--- src/design/thc_pkg.sv ---
// Shared types, constants and helper functions for the thermistor converter.
// Used by every module in the design folder; no dependencies.
package thc_pkg;

    localparam int ADC_BITS   = 10;
    localparam int ADC_FULL   = (1 << ADC_BITS) - 1;
    localparam int SER_W      = 20;
    localparam int COEF_W     = 32;
    localparam int CFG_IDX_W  = 3;
    localparam int CFG_DATA_W = 32;
    localparam int TEMP_W     = 10;

    localparam int X_W      = SER_W + ADC_BITS;
    localparam int LOG_FRAC = 30;
    localparam int N_W      = $clog2(X_W);
    localparam int R_W      = N_W + LOG_FRAC;
    localparam int Y_W      = LOG_FRAC + 1;
    localparam int S_W      = 44;
    localparam int DIV_W    = 57;
    localparam int Q_W      = 9;

    localparam logic [CFG_IDX_W-1:0] CFG_COEF_A = 3'd0;
    localparam logic [CFG_IDX_W-1:0] CFG_COEF_B = 3'd1;
    localparam logic [CFG_IDX_W-1:0] CFG_COEF_C = 3'd2;
    localparam logic [CFG_IDX_W-1:0] CFG_SERIES = 3'd3;

    localparam logic [COEF_W-1:0] COEF_A_RST = 32'd1273465600;
    localparam logic [COEF_W-1:0] COEF_B_RST = 32'd247660837;
    localparam logic [COEF_W-1:0] COEF_C_RST = 32'd931381;
    localparam logic [SER_W-1:0]  SERIES_RST = 20'd10000;

    localparam logic [28:0] LN2_Q28 = 29'd186065279;

    localparam logic signed [TEMP_W-1:0] TEMP_MIN = -10'sd100;
    localparam logic signed [TEMP_W-1:0] TEMP_MAX = 10'sd400;

    typedef enum logic [1:0] {
        CLS_NORM,
        CLS_HOT,
        CLS_COLD
    } thc_cls_t;

    typedef struct packed {
        logic [Y_W-1:0] y1;
        logic [Y_W-1:0] y2;
        logic [R_W-1:0] r1;
        logic [R_W-1:0] r2;
        logic           ok;
    } thc_log_t;

    typedef struct packed {
        logic [DIV_W-1:0] rem;
        logic [DIV_W-1:0] dsh;
        logic [Q_W-1:0]   q;
        logic             neg;
        logic             ovf;
        thc_cls_t         cls;
        logic             ok;
    } thc_div_t;

    function automatic logic signed [63:0] shr_round(input logic signed [63:0] v,
                                                     input int s);
        logic [63:0] mag;
        logic [63:0] rnd;
        mag = v[63] ? 64'(-v) : 64'(v);
        rnd = (mag + (64'd1 << (s - 1))) >> s;
        return v[63] ? -$signed(rnd) : $signed(rnd);
    endfunction

    function automatic logic [N_W-1:0] msb_pos(input logic [X_W-1:0] x);
        logic [N_W-1:0] p;
        p = '0;
        for (int i = 0; i < X_W; i++) begin
            if (x[i])
                p = N_W'(i);
        end
        return p;
    endfunction

    function automatic logic [Y_W-1:0] norm_mant(input logic [X_W-1:0] x,
                                                 input logic [N_W-1:0] n);
        logic [X_W+LOG_FRAC-1:0] w;
        w = {x, {LOG_FRAC{1'b0}}} >> n;
        return w[Y_W-1:0];
    endfunction

endpackage

--- src/design/thc_log_cell.sv ---
// One fraction bit of two parallel log2 lanes: square, test, renormalise.
// Depends on thc_pkg.
module thc_log_cell
    import thc_pkg::*;
(
    input  logic     clk,
    input  logic     en,
    input  thc_log_t d,
    output thc_log_t q
);

    logic [2*Y_W-1:0] sq1;
    logic [2*Y_W-1:0] sq2;
    logic [Y_W:0]     t1;
    logic [Y_W:0]     t2;
    thc_log_t         q_next;
    thc_log_t         q_reg;

    always_comb
    begin
        sq1 = d.y1 * d.y1;
        sq2 = d.y2 * d.y2;
        t1  = sq1[2*Y_W-1:LOG_FRAC];
        t2  = sq2[2*Y_W-1:LOG_FRAC];
        q_next    = d;
        q_next.y1 = t1[Y_W] ? t1[Y_W:1] : t1[Y_W-1:0];
        q_next.y2 = t2[Y_W] ? t2[Y_W:1] : t2[Y_W-1:0];
        q_next.r1 = {d.r1[R_W-2:0], t1[Y_W]};
        q_next.r2 = {d.r2[R_W-2:0], t2[Y_W]};
    end

    always_ff @(posedge clk)
    begin
        if (en)
            q_reg <= q_next;
    end

    assign q = q_reg;

endmodule

--- config.mk ---
export PLATFORM = sky130hd
export DESIGN_NAME = thc_log_cell
export DESIGN_NICKNAME = d
export VERILOG_FILES = /design/src/design/thc_pkg.sv /design/src/design/thc_log_cell.sv
export SDC_FILE = /design/constraint.sdc
export NUM_CORES = 2
export LEC_CHECK = 0
export BUFFER_PORTS_ARGS = -buffer_cell sky130_fd_sc_hd__buf_2
export CAP_MARGIN = 15
export CORE_UTILIZATION = 45
export CTS_BUF_LIST = sky130_fd_sc_hd__clkbuf_4
export DETAILED_ROUTE_END_ITERATION = 6
export PLACE_DENSITY_LB_ADDON = 0.3
export SYNTH_ARGS = -nofsm -noshare
export SYNTH_HDL_FRONTEND = slang
export SYNTH_SLANG_ARGS = --single-unit
--- constraint.sdc ---
create_clock -name clk -period 10.1 [get_ports clk]
set_clock_uncertainty 0.05 [all_clocks]
set_input_delay 2.02 -clock clk [delete_from_list [all_inputs] [get_ports clk]]
set_output_delay 2.02 -clock clk [all_outputs]
set_load 0.02 [all_outputs]
=== Word-level counts from Yosys, hierarchy flattened ===
Index checks and enable logic that the tools add are counted.

* Multiply operators: 2
* Multiplexer cells: 2

{| class="wikitable"
|+ Operator list
! kind !! count
|-
| multiplier 31 x 31 -> 62 bit || 2
|-
| 2-to-1 mux 30 bit || 2
|}

* Flip-flop bits (word level): 133
* Logic and storage cells: 11
* Output and inout port bits: 133

=== Depth between registers and ports, before layout ===
* Depth in word-level cells: 2
* Depth in mapped cells: 33
* Depth with buffers taken out: 29

=== Worst setup path before layout ===
OpenSTA, ideal clock, no wires.

* Kind: input to register
* Start: input d[96] (netlist bit)
* End: register q_reg, in the netlist q[82] (data pin)
* Cell stages on the path: 29
* Required time: 9790 ps
* Path slack: 412 ps
* Buffers on the path: 4
* Arrival: 9378 ps
* Cells stage by stage: clkbuf_1 -> clkbuf_1 -> nand2_1 -> fa_1 -> fa_1 -> inv_1 -> fa_1 -> inv_1 -> fa_1 -> inv_1 -> fa_1 -> fa_1 -> fa_1 -> inv_1 -> fa_1 -> inv_1 -> ha_1 -> clkbuf_1 -> a21oi_1 -> o21a_1 -> nor2b_1 -> a211oi_1 -> nor2_1 -> a21oi_2 -> a31oi_1 -> a311oi_2 -> xnor2_1 -> buf_2 -> mux2_4

{| class="wikitable"
|+ RTL lines
! what !! RTL line !! source
|-
| start: declaration || thc_log_cell.sv:8 || <nowiki>input thc_log_t d,</nowiki>
|-
| end signal: assignment || thc_log_cell.sv:35 || <nowiki>q_reg <= q_next;</nowiki>
|-
| end: declaration || thc_log_cell.sv:17 || <nowiki>thc_log_t q_reg;</nowiki>
|}

==> implementation parameters <==
Parameter                              Value

Finish
  Fillers ... 12,000
  Fraction of final layout cells sized beyond drive strength 1 ... 8.52%
  Area taken by multi-input logic gates ... 46,400 um^2
  P&R area growth vs syn ... 7.56%
  Nets ... 8,380
  Commonest cells after routing, fill and taps aside ... sky130_fd_sc_hd__inv_1 (1,820), sky130_fd_sc_hd__fa_1 (1,494), sky130_fd_sc_hd__nand2_1 (612)
  Largest register FFs ... 133
  Sequential standard cell area ... 3990 um^2
  Most common cell after layout, fill and taps aside ... sky130_fd_sc_hd__inv_1

Clocking
  Clock transition time at the flip-flop clock pins of the worst setup and hold paths ... 160 ps
  Post-CTS Hold Buffers ... 0
  Maximum buffer depth of the clock tree ... 2
  H-tree depth ... 4
  Quantity of gates resized following cts ... 0
  Post-CTS Setup Inserts ... 0
  TritonCTS Buffers ... 17
  Number of sinks on the clock net ... 133
  CTS tree ... built
  Buffer cell driving the clock tree root ... sky130_fd_sc_hd__clkbuf_4

Drt
  Average wire length per cell after detail routing ... 17.4 um
  Number of optimization iterations in the first detailed-route pass ... 5
  Post-Route WL ... 137,000 um
  Antenna-violating nets left ... 0
  First-iteration detailed-routing DRC count ... 1,665
  Via count ... 39,100
  Total DRC errors in the routed layout ... 0
  Per-cell via count in the routed design ... 4.95

Yosys
  Netlist Area Pre-Place ... 58,100 um^2
  Flip-flop and latch count after synthesis ... 133
  Synthesized instance count ... 5,971
  Average size of a mapped cell ... 9.72 um^2
  Synthesized-area fraction occupied by ao, oa, aoi and oai cells ... 4.14%
  Largest cells by area after synthesis ... sky130_fd_sc_hd__fa_1 (52%), sky130_fd_sc_hd__inv_1 (12%), sky130_fd_sc_hd__ha_1 (12%), sky130_fd_sc_hd__edfxtp_1 (6.9%), sky130_fd_sc_hd__and2_1 (4.1%)
  Count of synthesis-stage warnings from yosys ... 0
  Area share of the largest cell type after synthesis ... 51.5%
  Area share of xor/xnor cells in the synthesized design ... 1.72%
  Sequential-to-total area share from yosys stat ... 6.88%
  Post-synth top area cell ... sky130_fd_sc_hd__fa_1
  Async set-reset flop share out of synthesis ... 0%
  Synth Area in Adders ... 63.0%
  Net count after synthesis ... 8,134
  Post-synth top flop ... sky130_fd_sc_hd__edfxtp_1
  Post-synthesis mux area share ... 0.858%
  Number of enable flip-flop cells after synthesis ... 133
  Area share of and/or/nand/nor cells after synthesis ... 10.1%
  Combinational family with the most area after synthesis ... adder cells
  Distinct cell type count of the synthesized netlist ... 64

Min path
  Worst min path class ... input pin to flip-flop
  Origin of the worst min-delay path ... d[8]
  Number of stages on the worst hold path ... 1
  Hold Crit Endpoint ... q[9]

Critical path
  Family with the most delay on the worst path ... adder cells
  Critical path buffers and inverters ... 6
  Data required time at the worst endpoint ... 10,440 ps
  Maximum fanout along the worst path ... 16
  Slowest stage cell on the critical path ... sky130_fd_sc_hd__fa_1
  Kind of end point of the critical path ... flip-flop
  Crit start category ... input pin
  Cell repeated most along the worst path ... sky130_fd_sc_hd__fa_1
  Worst endpoint data arrival time ... 9950 ps
  Worst Path Class, Setup ... input pin to flip-flop
  Peak per-stage delay on the critical path ... 530 ps

Flow run
  Number of max-capacitance violations reported ... 0

Floorplan
  Floorplan Core Area ... 128,000 um^2
  Effective utilization at floorplan ... 45.4%
  Row cnt ... 131
  Die Span X ... 361 um
  Die Footprint ... 130,000 um^2
  Height of the die ... 361 um
  Ports ... 268

STA
  Worst-margin pin slew ... 901 ps
  Highest clock rate ... 0.104 GHz
  Min Tclk post-route ... 9610 ps
  Max-Slew Margin vs Limit ... 39.9%
  Share of the clock period used by the worst path ... 95.2%
  Unrepaired setup endpoints after global routing ... false
  Setup TNS Final ... 0 ps
  Final Max Slew Viols ... 0
  Total setup violations reported at the end of the flow ... 0
  Final hold violation count ... 0

Global routing
  Wire length of the first global-routing pass ... 229,000 um
  Vias in the first global route ... 43,800
  Maximum number of pins on one net before global-route repair ... 71
  Initial antenna violation count ... 4
  Total Routing Usage GR ... 22.2%
  Grt ovf ... 0

Placed design
  Half-perimeter wire length after detailed placement ... 120,000 um
  Number of port buffers ... 265
  Last weighted congestion value of the routability-driven placer ... 0.873

Run status
  Outcome ... finished, final reports clean
## through the flow
stage               hold WS (ps)  cells  utilization, %  setup WS (ps)  cell area, um^2
floorplan                   2070   5971               -            412            58100
global placement            2150   7860            48.6           60.8            62200
detailed placement          2150   7860            48.6           17.5            62200
CTS                         1460   7892            48.8            646            62400
global route                1470   7893            48.8            174            62400
finish                      1540   7894            48.8            489            62500
## area by class of cell
type / count / area share (%)
multi-input combinational: 3796 / 74.3
inverter: 1822 / 11.0
sequential: 133 / 6.39
timing repair buffer: 447 / 4.62
tap: 1662 / 3.33
clock inverter: 15 / 0.216
clock buffer: 17 / 0.204
antenna: 2 / 0.00801
## kinds of logic after synthesis
family                     count (synthesis)
AOI/OAI and AO/OA                        378
xor gates and xnor gates                 113
adders and majority gates               2028
buffers and inverters                   2042
DFF                                      133
muxes                                     42
and+or+nand+nor                         1235
## how the worst max path moves through the flow
stage,from,end,cells past startpoint
after floorplan,d[96],q[82],29
after global placement,d[111],q[129],26
after detailed placement,d[111],q[129],28
after CTS,d[111],q[129],28
after global routing,d[111],q[129],26
final,d[111],q[129],28
## cells in the mapped netlist, types with 19 or more instances
master / number
sky130_fd_sc_hd__a21o_1: 61
sky130_fd_sc_hd__a21oi_1: 122
sky130_fd_sc_hd__a31oi_1: 19
sky130_fd_sc_hd__and2_1: 381
sky130_fd_sc_hd__clkbuf_1: 207
sky130_fd_sc_hd__edfxtp_1: 133
sky130_fd_sc_hd__fa_1: 1494
sky130_fd_sc_hd__ha_1: 534
sky130_fd_sc_hd__inv_1: 1820
sky130_fd_sc_hd__mux2i_1: 19
sky130_fd_sc_hd__nand2_1: 612
sky130_fd_sc_hd__nand3_1: 26
sky130_fd_sc_hd__nand4_1: 27
sky130_fd_sc_hd__nor2_1: 106
sky130_fd_sc_hd__nor2b_1: 22
sky130_fd_sc_hd__o21ai_0: 62
sky130_fd_sc_hd__o21bai_1: 19
sky130_fd_sc_hd__xnor2_1: 63
sky130_fd_sc_hd__xor2_1: 49
## per-layer routing
| layer | up-vias | track usage [%] | routed length [um] |
|---|---|---|---|
| met5 | - | 0 | 9 |
| met4 | 2 | 4.00 | 2430 |
| met3 | 146 | 2.35 | 6000 |
| met2 | 826 | 39.2 | 70900 |
| met1 | 20200 | 29.7 | 57900 |
| li1 | 17900 | - | - |
Power is not shown: default switching activity piles up to over one toggle a cycle in this logic, so the estimate is an artifact.
